### config.mk
export PLATFORM = sky130hd
export DESIGN_NAME = mdi_front
export DESIGN_NICKNAME = d
export VERILOG_FILES = /design/src/rtl/mdi_pkg.sv /design/src/rtl/mdi_front.sv
export SDC_FILE = /design/constraint.sdc
export NUM_CORES = 1
export LEC_CHECK = 0
export BUFFER_PORTS_ARGS = -buffer_cell sky130_fd_sc_hd__buf_2
export CORE_UTILIZATION = 55
export CTS_CLUSTER_SIZE = 25
export DETAILED_ROUTE_END_ITERATION = 10
export PLACE_DENSITY = 0.85
export SYNTH_ARGS = -nofsm -noshare
export SYNTH_HDL_FRONTEND = slang
export SYNTH_SLANG_ARGS = --single-unit
export TNS_END_PERCENT = 30
### constraint.sdc
create_clock -name clk -period 4.05 [get_ports clk]
set_input_delay 0.81 -clock clk [delete_from_list [all_inputs] [get_ports clk]]
set_output_delay 0.81 -clock clk [all_outputs]
set_load 0.05 [all_outputs]
### src/rtl/mdi_pkg.sv
// Shared types, codes and fixed-point helpers for the dense network inference block.
`default_nettype none

package mdi_pkg;

    localparam int DATA_BITS = 16;
    localparam int SZ_W      = 11;
    localparam int Q_DEPTH   = 4;
    localparam int Q_PTR_W   = 2;
    localparam int Q_CNT_W   = 3;

    // item kinds
    localparam logic [2:0] KIND_DESC   = 3'd0;
    localparam logic [2:0] KIND_WEIGHT = 3'd1;
    localparam logic [2:0] KIND_BIAS   = 3'd2;
    localparam logic [2:0] KIND_INPUT  = 3'd3;
    localparam logic [2:0] KIND_READ   = 3'd4;

    // activation codes
    localparam logic [1:0] ACT_LINEAR = 2'd0;
    localparam logic [1:0] ACT_RELU   = 2'd1;
    localparam logic [1:0] ACT_TANH   = 2'd2;
    localparam logic [1:0] ACT_SPARE  = 2'd3;

    // configuration register indexes
    localparam logic CFG_NUM_LAYERS = 1'b0;
    localparam logic CFG_INPUT_SIZE = 1'b1;

    typedef struct packed {
        logic [2:0]         kind;
        logic [2:0]         layer;
        logic [18:0]        address;
        logic signed [15:0] value;
        logic [10:0]        neuron_count;
        logic [1:0]         activation;
        logic               last;
    } item_t;

    typedef struct packed {
        logic signed [15:0] result_value;
        logic [9:0]         result_index;
    } result_t;

    // classified command handed from front to engine
    typedef struct packed {
        logic [2:0]         op;
        logic               wr_ok;
        logic               last;
        logic [2:0]         layer;
        logic [18:0]        address;
        logic signed [15:0] value;
        logic [SZ_W-1:0]    neuron_count;
        logic [1:0]         activation;
    } cmd_t;

    typedef struct packed {
        logic evaluating;
        logic read_pending;
    } eng_stat_t;

    function automatic logic [11:0] tanh_knot(input logic [3:0] idx);
        logic [11:0] k;
        case (idx)
            4'd0:    k = 12'd0;
            4'd1:    k = 12'd946;
            4'd2:    k = 12'd1560;
            4'd3:    k = 12'd1854;
            4'd4:    k = 12'd1974;
            4'd5:    k = 12'd2021;
            4'd6:    k = 12'd2038;
            4'd7:    k = 12'd2044;
            default: k = 12'd2048;
        endcase
        return k;
    endfunction

    // odd-symmetric piecewise-linear tanh, knots every 0.5
    function automatic logic signed [15:0] tanh_pwl(input logic signed [15:0] x);
        logic [16:0]        a;
        logic [2:0]         seg;
        logic [9:0]         frac;
        logic [11:0]        k0;
        logic [11:0]        k1;
        logic [21:0]        t;
        logic [11:0]        y;
        logic signed [15:0] ys;
        a = x[15] ? (17'd0 - {x[15], x}) : {1'b0, x};
        if (a >= 17'd8192)
        begin
            y = 12'd2048;
        end
        else
        begin
            seg  = a[12:10];
            frac = a[9:0];
            k0   = tanh_knot({1'b0, seg});
            k1   = tanh_knot({1'b0, seg} + 4'd1);
            t    = 22'(k1 - k0) * 22'(frac) + 22'd512;
            y    = k0 + 12'(t >> 10);
        end
        ys = $signed({4'b0000, y});
        return x[15] ? 16'(-ys) : ys;
    endfunction

endpackage

`default_nettype wire

### src/rtl/mdi_front.sv
// Front end: accepts item beats, classifies them and queues commands for the engine.
`default_nettype none

module mdi_front
    import mdi_pkg::*;
#(
    parameter int MAX_LAYERS   = 8,
    parameter int MAX_WIDTH    = 1024,
    parameter int WEIGHT_WORDS = 524288
)
(
    input  wire logic               clk,
    input  wire logic               rst_n,
    input  wire logic               item_valid,
    output logic                    item_stall,
    input  wire item_t              item,
    output logic                    cmd_valid,
    input  wire logic               cmd_pop,
    output cmd_t                    cmd,
    output logic [Q_CNT_W-1:0]      fq_count
);

    cmd_t               q_mem [Q_DEPTH];
    logic [Q_PTR_W-1:0] wptr_reg;
    logic [Q_PTR_W-1:0] rptr_reg;
    logic [Q_CNT_W-1:0] count_reg;
    cmd_t               c;
    logic               keep;
    logic               push;

    always_comb
    begin
        c            = '0;
        c.op         = item.kind;
        c.last       = item.last;
        c.layer      = item.layer;
        c.address    = item.address;
        c.value      = item.value;
        c.activation = (item.activation == ACT_SPARE) ? ACT_LINEAR : item.activation;
        // clamp neuron count to 1..MAX_WIDTH
        if (item.neuron_count == '0)
            c.neuron_count = SZ_W'(1);
        else if (32'(item.neuron_count) > MAX_WIDTH)
            c.neuron_count = SZ_W'(MAX_WIDTH);
        else
            c.neuron_count = item.neuron_count;
        keep = 1'b1;
        unique case (item.kind)
            KIND_DESC:   c.wr_ok = 32'(item.layer) < MAX_LAYERS;
            KIND_WEIGHT: c.wr_ok = 32'(item.address) < WEIGHT_WORDS;
            KIND_BIAS:   c.wr_ok = (32'(item.layer) < MAX_LAYERS)
                                   && (32'(item.address) < MAX_WIDTH);
            KIND_INPUT:  c.wr_ok = 32'(item.address) < MAX_WIDTH;
            KIND_READ:   c.wr_ok = 1'b1;
            default:
            begin
                c.wr_ok = 1'b0;
                keep    = 1'b0;
            end
        endcase
    end

    assign item_stall = (count_reg == Q_CNT_W'(Q_DEPTH));
    assign push       = item_valid && !item_stall && keep;
    assign cmd_valid  = (count_reg != '0);
    assign cmd        = q_mem[rptr_reg];
    assign fq_count   = count_reg;

    always_ff @(posedge clk)
    begin
        if (push)
            q_mem[wptr_reg] <= c;
    end

    always_ff @(posedge clk or negedge rst_n)
    begin
        if (!rst_n)
        begin
            wptr_reg  <= '0;
            rptr_reg  <= '0;
            count_reg <= '0;
        end
        else
        begin
            if (push)
                wptr_reg <= wptr_reg + 1'b1;
            if (cmd_pop)
                rptr_reg <= rptr_reg + 1'b1;
            if (push && !cmd_pop)
                count_reg <= count_reg + 1'b1;
            else if (!push && cmd_pop)
                count_reg <= count_reg - 1'b1;
        end
    end

endmodule

`default_nettype wire

# Yosys cells after proc, flatten, opt, wreduce, memory -nomap -nowiden
# Memory sizes are Yosys's and may differ from the RTL's.
# Index checks and enable logic that the tools add are counted.
# Widths: inputs -> output; s select.
# word_totals
ff_bits	7
latchBits	0
ramBits	224
mem_bits_ro	0
in_bits	59
out_inout_bits	61
word_cells	39
mem_count	1
# classes
n_addsub	4
multipliers	0
div	0
n_lt_le_gt_ge	2
eq_ne	6
n_shift	0
mux	9
n_bitwise	0
reduce_logical	14
# mem_list
memory	depth	width	rd	rd_clocked_by_memory_dff	wr	line_no	text
q_mem	4	56	1	0	1	mdi_front.sv:23	cmd_t q_mem [Q_DEPTH];
# op_table
cell	n
$mux 11	2
$lt 19x11->1 const B	1
$gt 11x11->1 const B	1
$logic_not 11->1	1
$eq 3x2->1 const B	2
$eq 3x3->1 const B	2
$mux 3	2
$reduce_or 5->1	1
$add 2x1->2 const B	2
$logic_and 1x1->1	4
$add 3x1->3 const B	1
$eq 3x1->1 const B	1
$logic_not 1->1	3
$logic_not 3->1	1
$mux 1	3
$reduce_bool 3->1	1
$reduce_or 3->1	1
$sub 3x1->3 const B	1
$eq 2x2->1 const B	1
$mux 2	1
$pmux 1 s2	1
$reduce_bool 2->1	1
$reduce_or 2->1	1

# Longest topological paths before layout
# depth
ltp_word	8
ltp_mapped	8
ltp_nobuf	8

# Least setup slack after synthesis
# No wires, ideal clock.
# synth_path
path_type	register to register
startpoint	reg count_reg[2] (netlist: fq_count[2])
endpoint	mem q_mem[0][0] in the netlist's numbering, enable pin
setup_ns	0.512
arrival_time_ns	3.045
t_required_ns	3.538
slack_ns	0.492
path_stages_with_launch	4
path_buffers	0
period_less_slack_ns	3.558
path_cell_list	dfrtp_1 > nor3b_1 > nor3b_2 > and2_1
# synth_between
elab_chain_cells	6
# synth_rtl
item	line_no	text
start: declaration	mdi_front.sv:26	logic [Q_CNT_W-1:0] count_reg;
start signal: assignment	mdi_front.sv:90	count_reg <= count_reg + 1'b1;
start signal: assignment	mdi_front.sv:92	count_reg <= count_reg - 1'b1;
$eq 3x3->1	mdi_front.sv:63	assign item_stall = (count_reg == Q_CNT_W'(Q_DEPTH));
via item_stall	mdi_front.sv:15	output logic item_stall,
$logic_not 1->1	mdi_front.sv:64	assign push = item_valid && !item_stall && keep;
$logic_and 1x1->1 (2 in series)	mdi_front.sv:64	
via push	mdi_front.sv:29	logic push;
$mux 1	mdi_front.sv:71	if (push)
$mux 1 (not written as such)	mdi_front.sv:72	q_mem[wptr_reg] <= c;
end: declaration	mdi_front.sv:23	
# The timed path passes the listed nets, and every way through them passes these cells.

==> metrics <==
area of the die 0.01625 mm2; placed inst area 0.009534 mm2; DRC 0; RD Place Congestion 0.6885; post-CTS resize count 0; post-synthesis sequential area ratio 79.71%; Max Fclk 311.4 MHz; final worst slack 0.8391 ns; first-pass GRT wire length 25.19 mm; register share of total power 38.9%; max FFs per register 224; sw frac 37.94%; top_reg_cell synth edfxtp_1; Tot GR Track Use 21.25%; skew final 0.007213 ns; synth unique cells 28; CP Capture Type primary output; CTS root buffer clkbuf_16; stages on the worst setup path 3; RSZ-0062 raised after global routing false; post-synthesis async set-or-reset flop share 3.030%; Gate Count Post-Synth 352; vias in the first global route 4227; worst relative slew slack 48.26%; clk slew on worst S/H paths 0.06 ns; Least-Margin Pin Slew 0.7761 ns; share of layout cells above drive strength 1 44.44%; Mapped Nets 417; cell taking the most area after synthesis edfxtp_1; hold_buf cts 0; status finished, final reports clean; crit-path cells buf_12 > mux4_2 > buf_2; Synth top area share 77.69%; CP max stage delay 0.68 ns; worst slack, placed 1.054 ns; critical path's slowest cell dfrtp_4; CTS H-tree depth 1; Final Max Tran Viols 0; Crit path arrival time 2.40 ns; critical path's top delay family flip-flops; YS warnings 0; crit path max fanout 39; WP buf/inv 2; initial core utilization 56.74%; Final Setup Violations 0; Hold Vio Cnt, Final 0; Sw Pwr 0.003084 W; I/O pin cnt 120; CTS tree done; Vert. Die Dim 127.5 um; Total Neg Setup Slack 0 ns; FF+latch count, synth 231; remaining antenna violation count 0; Routed WL 16.26 mm; First-pass DRT Iterations 5; Synth area leaders edfxtp_1 (78%), mux4_2 (15%), dfrtp_1 (2.0%); min Tclk post-route 3.211 ns; clock sink count 231; Crit Path Category flop to primary output; Logic pwr share 37.6%; synth cell count leaders edfxtp_1 (224), mux4_2 (56), nor2b_1 (11), dfrtp_1 (7); Hold/Removal Path Class primary input to asynchronous set/reset pin; die width 127.5 um; Port-buffer cells 119; Layout Nets 553; Final period util 79.28%; critical path data required time 3.24 ns; Area Overhead vs Synth 18.02%; CTS buffer count 22; vias per inst 5.615; core area 0.01526 mm2; Cell Int Power 0.005043 W; Leak 3.511 nW; drt first-iter violations 359; Setup Buffers After CTS 0; Largest Register q_mem; Final Power 0.008127 W; initial antenna violation count 1; Core Rows 45; Inst Count DP 675; Mapped Area 0.008658 mm2; clock latency on the worst-skew pair 0.49 ns; Worst Reg-to-Reg Cells 4; Clk pwr share 23.5%; most numerous cell in the Yosys netlist edfxtp_1; pin count of the biggest net entering global routing 57; Post-DP HPWL 9.808 mm; gr ovfl total 0; cell area after layout 0.01022 mm2; startpoint class of the critical path flop; DR WL/cell 22.71 um; via count 4020; max_cap viols 0; Layout Cells excl Fill 716; worst IR drop on VDD 0.4745 mV; Avg Cell Area, Syn 24.60 um2; pwr dens 795.3 mW/mm2; Post-synth EDFFs 224; Clock Path Buffers 3
[power by group through the flow]
| stage | clock network (W) | logic, W | registers [W] |
|---|---|---|---|
| after CTS | 0.00195 | 0.00310 | 0.00317 |
| after global placement | 0 | 0.00306 | 0.00317 |
| final | 0.00191 | 0.00306 | 0.00316 |
| after detailed placement | 0 | 0.00308 | 0.00321 |
| after floorplan | 0 | 0.00248 | 0.00317 |
| after global routing | 0.00204 | 0.00321 | 0.00320 |
[worst paths after layout]
path	slack (ns)	to	start
worst max-delay path	0.84	cmd[4]	rptr_reg[0]$_DFFE_PN0P_
worst min-delay path	0.15	fq_count[2]$_DFFE_PN0P_	rst_n
worst max register to register	1.71	q_mem[3][23]$_DFFE_PP_	fq_count[2]$_DFFE_PN0P_
worst min register to register	0.51	rptr_reg[1]$_DFFE_PN0P_	rptr_reg[1]$_DFFE_PN0P_
max in group asynchronous	3.72	rptr_reg[0]$_DFFE_PN0P_	rst_n
min in group clk	0.51	rptr_reg[1]$_DFFE_PN0P_	rptr_reg[1]$_DFFE_PN0P_
[cell families (layout without fill, tap and decap cells)]
kind of cell,Yosys count,after routing,share of synthesized area [%]
flip-flops,231,231,79.71
XOR/XNOR,6,6,0.6070
AND/OR/NAND/NOR,28,28,1.951
adder cells (fa/ha/maj),6,6,0.9538
AO/OA/AOI/OAI,3,3,0.2022
buffers and inverters,20,172,1.705
multiplexers,58,58,14.87
other,0,1,0
[per-layer routing]
layer,global-route usage [%],vias to the layer above,share of wire (%)
met5,0,-,0
met4,6.653,0,1.8
met3,4.774,24,7.3
met2,33.46,172,50
met1,30.16,2074,41
li1,-,1750,-
[through the flow]
stage / hold slack (ns) / util (%)
floorplan: 0.5144 / -
global placement: 0.4867 / 62.48
detailed placement: 0.4997 / 62.48
CTS: 0.1399 / 66.95
global route: 0.1512 / 66.95
finish: 0.1507 / 66.97
[final cells by class]
| cell class | count | area (um2) |
|---|---|---|
| fill | 946 | 5040 |
| antenna | 1 | 2.502 |
| timing repair buffer | 127 | 730.7 |
| multi-input combinational | 101 | 1614 |
| sequential | 231 | 6907 |
| tap | 211 | 264.0 |
| clock inverter | 12 | 87.58 |
| inverter | 5 | 18.77 |
| clock buffer | 28 | 594.3 |
[worst reg2reg max path: stages (launching register included)]
cell     delay, ns
dfrtp_1       0.41
nor3b_1       0.18
nor3b_2       0.41
and2_2        0.75
buf_4         0.31
[cells in the final DEF (no fill, tap or decap), types with 3 or more instances in the layout]
| cell type | Yosys | routed |
|---|---|---|
| xnor2_1 | 3 | 3 |
| clkbuf_1 | 4 | 5 |
| inv_1 | 5 | 5 |
| xor2_1 | 3 | 3 |
| mux4_2 | 56 | 56 |
| nor2_1 | 3 | 3 |
| clkbuf_16 | 0 | 23 |
| dfrtp_1 | 7 | 5 |
| ha_1 | 5 | 5 |
| buf_2 | 4 | 119 |
| edfxtp_1 | 224 | 224 |
| nor4_1 | 3 | 3 |
| and2_2 | 0 | 4 |
| clkinv_2 | 0 | 6 |
| nor2b_1 | 11 | 11 |
| buf_12 | 3 | 6 |
| clkinv_1 | 0 | 3 |
No activity file was read; power rests on OpenSTA's default activity.
